<file path="config.mk">
export PLATFORM = sky130hd
export DESIGN_NAME = bfis_ctrl
export DESIGN_NICKNAME = d
export VERILOG_FILES = /design/src/rtl/bfis_pkg.sv /design/src/rtl/bfis_ctrl.sv
export SDC_FILE = /design/constraint.sdc
export NUM_CORES = 1
export LEC_CHECK = 0
export BUFFER_PORTS_ARGS = -buffer_cell sky130_fd_sc_hd__buf_2
export CAP_MARGIN = 20
export CORE_AREA = 2 2 214 216
export DETAILED_ROUTE_END_ITERATION = 7
export DIE_AREA = 0 0 216 218
export PLACE_DENSITY_LB_ADDON = 0.12
export SETUP_SLACK_MARGIN = 0.4
export SLEW_MARGIN = 20
export SYNTH_ARGS = -nofsm -noshare
export SYNTH_HDL_FRONTEND = slang
export SYNTH_SLANG_ARGS = --single-unit
</file>
<file path="constraint.sdc">
create_clock -name clk -period 27.4 [get_ports clk]
set_clock_uncertainty 0.2 [all_clocks]
set_input_delay 5.48 -clock clk [delete_from_list [all_inputs] [get_ports clk]]
set_output_delay 5.48 -clock clk [all_outputs]
set_load 0.02 [all_outputs]
</file>
<file path="src/rtl/bfis_pkg.sv">
// Package for the best-fit input selector: payload structs, result codes, widths.
// No dependencies.
package bfis_pkg;

    localparam int ValueW = 51;
    localparam int SumW   = 55;
    localparam int IdxW   = 8;

    typedef enum logic [2:0] {
        KIND_LOADED = 3'd0,
        KIND_FULL   = 3'd1,
        KIND_CHOSEN = 3'd2,
        KIND_DONE   = 3'd3,
        KIND_FAILED = 3'd4
    } kind_t;

    typedef enum logic {
        OP_LOAD   = 1'b0,
        OP_SELECT = 1'b1
    } op_t;

    typedef struct packed {
        logic              operation;
        logic [ValueW-1:0] amount;
    } item_t;

    typedef struct packed {
        logic [2:0]        result_kind;
        logic [IdxW-1:0]   entry_index;
        logic [ValueW-1:0] entry_value;
        logic [SumW-1:0]   input_total;
        logic [SumW-1:0]   change_value;
        logic              last;
    } result_t;

    typedef enum logic [2:0] {
        ST_IDLE,
        ST_SCAN,
        ST_PICK,
        ST_FAIL
    } state_t;

    // Best candidate that travels down the cell row.
    typedef struct packed {
        logic              exact;
        logic              over_ok;
        logic [SumW-1:0]   over_gap;
        logic [11:0]       over_slot;
        logic              under_ok;
        logic [SumW-1:0]   under_gap;
        logic [11:0]       under_slot;
    } cand_t;

endpackage

</file>
<file path="src/rtl/bfis_ctrl.sv">
// Sequencer for loads and selection attempts over the cell row.
// Depends on bfis_pkg.
module bfis_ctrl
    import bfis_pkg::*;
#(
    parameter int TABLE_DEPTH = 256,
    parameter int MAX_INPUTS  = 16,
    parameter int CNT_W       = 9
)
(
    input  logic              clk,
    input  logic              rst_n,
    input  logic              start,
    input  item_t             item,
    input  logic [ValueW-1:0] fee,
    output logic              busy,
    output logic              done,
    output result_t           result,
    output logic [CNT_W-1:0]  entry_count,
    output logic              load_en,
    output logic              sel_en,
    output logic [11:0]       pick_slot,
    output logic [SumW-1:0]   target,
    input  cand_t             best,
    input  logic [ValueW-1:0] best_value
);

    localparam int ATT_W = $clog2(MAX_INPUTS) + 1;
    localparam logic [ATT_W-1:0] ATT_MAX = ATT_W'(MAX_INPUTS - 1);

    state_t              state_reg, state_next;
    logic [CNT_W-1:0]    count_reg, count_next;
    logic [SumW-1:0]     goal_reg, goal_next;
    logic [SumW-1:0]     rem_reg, rem_next;
    logic [SumW-1:0]     sum_reg, sum_next;
    logic [ATT_W-1:0]    att_reg, att_next;
    logic [ATT_W-1:0]    lim_reg, lim_next;
    logic [CNT_W-1:0]    scan_reg, scan_next;
    logic                hit_reg, hit_next;
    logic                done_reg, done_next;
    result_t             res_reg, res_next;
    logic                have;
    logic [SumW-1:0]     new_sum;

    assign have    = best.over_ok || best.under_ok;
    assign pick_slot = best.over_ok ? best.over_slot : best.under_slot;
    assign new_sum = sum_reg + {{(SumW-ValueW){1'b0}}, best_value};

    // Update state and datapath registers
    always_ff @(posedge clk or negedge rst_n)
    begin
        if (!rst_n)
        begin
            state_reg <= ST_IDLE;
            count_reg <= '0;
            done_reg  <= 1'b0;
        end
        else
        begin
            state_reg <= state_next;
            count_reg <= count_next;
            done_reg  <= done_next;
        end
    end

    always_ff @(posedge clk)
    begin
        goal_reg <= goal_next;
        rem_reg  <= rem_next;
        sum_reg  <= sum_next;
        att_reg  <= att_next;
        lim_reg  <= lim_next;
        scan_reg <= scan_next;
        hit_reg  <= hit_next;
        res_reg  <= res_next;
    end

    // Next state and results
    always_comb
    begin
        state_next = state_reg;
        count_next = count_reg;
        goal_next  = goal_reg;
        rem_next   = rem_reg;
        sum_next   = sum_reg;
        att_next   = att_reg;
        lim_next   = lim_reg;
        scan_next  = scan_reg;
        hit_next   = hit_reg;
        done_next  = 1'b0;
        res_next   = '0;
        load_en    = 1'b0;
        sel_en     = 1'b0;
        unique case (state_reg)
            ST_IDLE:
            begin
                if (start)
                begin
                    if (item.operation == OP_LOAD)
                    begin
                        done_next     = 1'b1;
                        res_next.last = 1'b1;
                        if (count_reg >= CNT_W'(TABLE_DEPTH))
                        begin
                            res_next.result_kind = KIND_FULL;
                        end
                        else
                        begin
                            load_en              = 1'b1;
                            res_next.result_kind = KIND_LOADED;
                            res_next.entry_index = count_reg[IdxW-1:0];
                            res_next.entry_value = item.amount;
                            count_next           = count_reg + 1'b1;
                        end
                    end
                    else
                    begin
                        goal_next = {{(SumW-ValueW){1'b0}}, item.amount}
                                  + {{(SumW-ValueW){1'b0}}, fee};
                        rem_next  = goal_next;
                        sum_next  = '0;
                        att_next  = '0;
                        scan_next = '0;
                        hit_next  = 1'b0;
                        if (count_reg < CNT_W'(MAX_INPUTS - 1))
                            lim_next = ATT_W'(count_reg);
                        else
                            lim_next = ATT_MAX;
                        state_next = ST_SCAN;
                    end
                end
            end
            ST_SCAN:
            begin
                // Wait until the candidate has passed every cell and reached the pick register
                if (att_reg >= lim_reg)
                    state_next = ST_FAIL;
                else if (scan_reg == CNT_W'(TABLE_DEPTH))
                    state_next = ST_PICK;
                else
                    scan_next = scan_reg + 1'b1;
            end
            ST_PICK:
            begin
                att_next   = att_reg + 1'b1;
                scan_next  = '0;
                state_next = ST_SCAN;
                if (have)
                begin
                    sel_en               = 1'b1;
                    done_next            = 1'b1;
                    res_next.result_kind = KIND_CHOSEN;
                    res_next.entry_index = pick_slot[IdxW-1:0];
                    res_next.entry_value = best_value;
                    sum_next             = new_sum;
                    rem_next             = rem_reg - {{(SumW-ValueW){1'b0}}, best_value};
                    if (new_sum >= goal_reg)
                    begin
                        hit_next   = 1'b1;
                        state_next = ST_FAIL;
                    end
                end
            end
            ST_FAIL:
            begin
                done_next     = 1'b1;
                res_next.last = 1'b1;
                state_next    = ST_IDLE;
                if (hit_reg)
                begin
                    res_next.result_kind  = KIND_DONE;
                    res_next.input_total  = sum_reg;
                    res_next.change_value = sum_reg - goal_reg;
                end
                else
                begin
                    res_next.result_kind = KIND_FAILED;
                end
            end
            default:
            begin
                state_next = ST_IDLE;
            end
        endcase
    end

    assign busy        = state_reg != ST_IDLE;
    assign done        = done_reg;
    assign result      = res_reg;
    assign entry_count = count_reg;
    assign target      = rem_reg;

endmodule

</file>
### Word level (Yosys, flattened, before mapping)

Index checks and enable logic that the tools add are counted.

* logic and storage cells: 100
* output and inout port bits: 253
* input bits: 294
* register bits: 371

* mux-type cells: 47
* $lt $le $gt $ge: 4
* reduce and logical (&&, ||, !) cells: 13
* eq/ne operators: 11
* bitwise logic cells: 2
* add/sub/neg operators: 7

Operators with widths (number)
* $mux 55: 6
* $pmux 55 s2: 2
* $mux 60: 2
* $pmux 59 s2: 1
* $mux 61: 1
* $mux 59: 1
* $add 55x51->55: 1
* $ge 55x55->1: 1
* $sub 55x51->55: 1
* $sub 55x55->55: 1
* $add 51x51->52: 1
* $mux 9: 4
* $pmux 9 s3: 1
* $add 9x1->9 const B: 2
* $pmux 3 s3: 2
* $mux 3: 5
* $mux 1: 13
* $mux 12: 1
* $ne 2x2->1 const B: 6
* $mux 5: 2
* $pmux 5 s2: 1
* $reduce_and 5->1: 2
* $eq 9x9->1 const B: 1
* $ge 9x9->1 const B: 1
* 17 further kinds: 25

### Longest topological paths before layout

* word-level depth: 5
* depth in mapped cells: 25
* gate-level depth less buffers: 25

### Worst setup path after synthesis

No wires, ideal clock.

* path kind: input -> register
* start: in start
* end: reg hit_reg, enable pin
* slack: 12.882 ns
* library setup time: 0.317 ns
* stages: 5
* buffers on the path: 0
* arrival time: 14.001 ns
* data required time: 26.883 ns
* cell sequence: nand2_1 -> nor2_1 -> a21oi_1 -> a21oi_1 -> a21boi_0

* word-level cells in the longest chain between the ends: 2

RTL lines
* start, declared: RTL line bfis_ctrl.sv:13 `input logic start,`
* $ne 2x2->1 (no line)
* $reduce_and 5->1 (no line)
* end signal, assigned: RTL line bfis_ctrl.sv:74 `hit_reg <= hit_next;`
* end, declared: RTL line bfis_ctrl.sv:39 `logic hit_reg, hit_next;`

No other way between the ends.
A chain may end at the register's enable or synchronous reset.

### Worst setup path after layout

* start: in best_value[0]
* end: reg hit_reg, enable pin

* word-level cells in the longest chain between the ends: 4

RTL lines
* start, declared: RTL line bfis_ctrl.sv:25 `input logic [ValueW-1:0] best_value`
* $add 55x51->55: RTL line bfis_ctrl.sv:47 `assign new_sum = sum_reg + {{(SumW-ValueW){1'b0}}, best_value};`
* via new_sum[36]: RTL line bfis_ctrl.sv:43 `logic [SumW-1:0] new_sum;`
* $ge 55x55->1: RTL line bfis_ctrl.sv:157 `if (new_sum >= goal_reg)`
* $ne 2x2->1 (no line)
* $reduce_and 5->1 (no line)

The timed path passes the listed nets, and every way through them passes these cells.

==> out/summary.md <==
The top routing layer in use was met4. The number of hold buffers added after CTS was 0. The average cell area after synthesis was 9.044 um^2.

Along the worst path, the maximum fanout reaches 6. Across the run, the number of max-cap violations was 0. The tightest min-delay check is of the flop to flop type. Setup repair after global routing left no endpoint under its margin. For the met3 wirelength from detailed routing, the log shows 8.617 mm. The worst setup path is captured at a flop.

The tools report the number of buffers added for setup after CTS as 0. In this run the register-to-register setup slack is 19,780 ps. The library cell used as clock root buffer is clkbuf_16. The wire length of the first global-routing pass was 126.8 mm.

For the pin with the worst max-slew slack, the measured transition is 1039 ps. The share of total power dissipated in sequential elements is 27.8%. The critical path in this run is classified as input pin to flop.

The logs give 0 for the post-detailed-route DRC marker count and 0 for the count of synthesis-stage warnings from yosys. The run gives 0.001346 W as the power dissipated by switching net loads. Most used flip-flop cell after synthesis: edfxtp_1. For the sequential element share of the synthesized area, the log shows 36.76%. Of the post-synthesis cell area, the dominant cell type holds 21.77%. Dividing the detail-routed wire length by the instance count gives 22.32 um. The cell depth of the worst hold path was 2; the fraction of registers with async set or reset after synthesis was 3.270%. The initial cell density of the core came out at 55.92%. The logs give 6 for the number of detailed-routing iterations run before antenna repair and 12,350 ps for the data arrival time at the worst-slack endpoint. Final antenna-violating net count: 0. The number of enable flip-flop cells after synthesis was 182. Minimum clock period after layout: 12,260 ps.

The tools report the terminus of the critical flop-to-flop path as hit_reg. The run gives 2 as the number of levels in the clock H-tree. The number of DRC markers after the initial detailed-route iteration came out at 2,326. The largest total area in the synthesized netlist belongs to edfxtp_1. The run gives 0.04489 mm^2 as the placeable core area. The run gives 13.79 nW as the leakage power total. In this run, distinct cell masters in the synthesized netlist total 75.

By count the netlist is led by ha_1 (271), a21oi_1 (229), nand2_1 (218). Global routing used 35.03% of the available tracks across all layers. In this run the power density over the cells is 104.6 mW/mm^2.

Row generation in the floorplan step produced 78 rows. The post-synthesis instance total was 2,776; the remaining global-route overflow was 0. The logs give 22,030 for the via count of the first global-routing pass and 29.76% for the max-slew headroom at the worst pin. The clock power share was 19.8%; the placement-stage worst setup slack was 14,720 ps.

The logs give 6 for the initial antenna violation count and 0.04709 mm^2 for the floorplan die area. The clock net in this run drives a total of 367 sinks. The ratio of routed vias to standard cells works out to 6.092. The clock transition at the register clock pins on the worst setup and hold paths after CTS is 60 ps.

The detailed router put a total of 35.91 mm of wire on met1. Setup violations remaining at the end of the flow were counted as 0. Of the total power, the share spent switching nets is 43.83%. The number of nets in the layout is 3,741. The detailed router placed 23,200 vias in this run. TritonCTS created 43 clock buffers. The startpoint identified for the worst register-to-register timing path is sum_reg[3]. Entering global routing, the biggest net connects 61 pins.

The path with the worst hold slack has its endpoint at result[56]. For the final routed database, the setup TNS stands at 0 ps. Setup slack on the critical path of the routed design comes to 15,140 ps. Synthesis produced a netlist with a net count of 3,345. Detailed placement finished with a half-perimeter wire length of 67.34 mm. The share of the clock period used by the worst path after layout was 44.75%.

The logs give 590 ps for the clock network latency to the later pin of the worst-skew pair and 73.43 uV for the worst IR drop on VDD. Startpoint of the most critical setup path: best_value[0]. The length of routed met2 wiring came out at 38.00 mm.

Required arrival time at the worst endpoint: 27,490 ps. The routed wire length was 85.04 mm; the area overhead of the layout relative to synthesis was 16.86%. The tools report the number of cells upsized or downsized after cts as 0. No sink is reached through more buffers than the 3 on the longest clock path. In this run, synthesis produced a sequential element count of 367. Input and output buffers added on the ports amount to 435. The run finished with clean final reports. The count of endpoints failing hold in the final timing report was 0; the netlist area before placement was 0.02511 mm^2. TritonCTS built the clock tree. Cell internal power was estimated by the tool at 0.001724 W. The run gives 0 as the final count of pins violating max slew. Measured along the y axis, the die boundary spans 218 um. The startpoint of the tightest hold check path is sum_reg[0].

The routability congestion estimate was 1.000; the highest achievable clock rate was 0.08155 GHz. The register with the most flip-flops in the layout has 173 of them. The post-route netlist has 18.63% of its cells at a drive strength greater than 1. The worst-case reg-to-reg path depth is 20, and the share of total power in combinational logic is 52.4%. Boundary pin count: 547. The most repeated cell in the gate-level netlist after synthesis is ha_1.

The floorplan die width is 216 um. The worst setup path is launched from an input pin. By area the synthesized netlist is led by edfxtp_1 (22%), dfxtp_1 (14%), ha_1 (14%).
[per-stage QoR]
stage               total power [W]  instances  utilization [%]  hold WS (ps)  cell area (um^2)
floorplan                  0.001963       2776                -         286.0             25110
global placement           0.002387       3727            61.97         323.6             27820
detailed placement         0.002423       3727            61.97         347.6             27820
CTS                        0.003037       3805            65.31         356.8             29320
global route               0.003247       3809            65.35         385.3             29340
finish                     0.003070       3809            65.35         356.3             29340
[logic make-up (layout without fill, tap and decap cells)]
| family | after synthesis | count (layout) | synth area share [%] |
|---|---|---|---|
| AOI/OAI and AO/OA | 780 | 780 | 19.66 |
| xor gates and xnor gates | 205 | 205 | 7.152 |
| adders and majority gates | 275 | 275 | 13.83 |
| buffers and inverters | 270 | 699 | 4.037 |
| DFF | 367 | 367 | 36.76 |
| muxes | 52 | 52 | 2.298 |
| other | 1 | 5 | 0.01494 |
| and+or+nand+nor | 826 | 826 | 16.25 |
[cell usage in the layout, fill, tap and decap left out, types with 11 or more instances in the layout]
| cell | count |
|---|---|
| a31oi_1 | 30 |
| o21bai_1 | 32 |
| a21o_1 | 117 |
| a21boi_0 | 11 |
| nand2b_1 | 31 |
| and4_1 | 11 |
| mux2_2 | 45 |
| o21ai_0 | 190 |
| ha_1 | 269 |
| a211oi_1 | 19 |
| and3_1 | 84 |
| nor2b_1 | 27 |
| a21oi_1 | 228 |
| xnor2_1 | 126 |
| dfrtp_1 | 12 |
| edfxtp_1 | 182 |
| nor2_1 | 184 |
| nand2_1 | 217 |
| o31ai_1 | 13 |
| buf_2 | 435 |
| inv_1 | 172 |
| buf_4 | 13 |
| and2_1 | 72 |
| nand4_1 | 41 |
| clkbuf_16 | 51 |
| xor2_1 | 79 |
| o211ai_1 | 18 |
| nand3_1 | 71 |
| dfxtp_1 | 173 |
| nor3_1 | 40 |
| o21a_1 | 25 |
[worst max path at each step]
stage	cells after the start	slack, ps	endpoint
2_1_floorplan	5	12880	hit_reg
3_3_place_gp	23	14790	hit_reg
3_5_place_dp	23	14720	hit_reg
4_1_cts	23	15310	hit_reg
5_1_grt	23	14910	hit_reg
6_report	23	15140	hit_reg
[area by class of cell]
cell class              instances  area [um^2]
clock buffers                  62         1358
clock inverters                16        141.4
repair buffers                448         2275
fillers                      3785        15550
flip-flops and latches        367         9229
multi-input cells            2139        14930
diodes                          4        10.01
well taps                     600        750.7
inverters                     173        649.4
[routing by layer]
| layer | GRT usage, % | vias to the layer above |
|---|---|---|
| met3 | 7.629 | 139 |
| met4 | 10.98 | 0 |
| met5 | 0 | - |
| li1 | - | 10850 |
| met2 | 56.01 | 1188 |
| met1 | 47.44 | 11030 |
[critical path, stage by stage]
cell	delay (ps)
buf_2	150
ha_1	230
inv_1	70
fa_1	210
nor2b_1	70
or3_1	360
a221oi_1	570
o21bai_1	460
a211oi_1	390
o221ai_1	280
o31ai_1	520
o21ai_0	160
a21oi_1	220
xnor2_1	160
ha_1	270
a21o_1	170
a21o_1	180
a221oi_1	380
o211ai_1	150
a221oi_1	540
o2111ai_1	160
nor4b_1	900
a21boi_0	260
[power by group through the flow]
stage / sequential, W / combinational [W] / clock [W]
after detailed placement: 0.000860 / 0.00156 / 0
after global placement: 0.000856 / 0.00153 / 0
after CTS: 0.000851 / 0.00157 / 0.000612
after global routing: 0.000865 / 0.00175 / 0.000633
after floorplan: 0.000933 / 0.00103 / 0
final: 0.000855 / 0.00161 / 0.000608
Power figures use the tool's default switching activity.
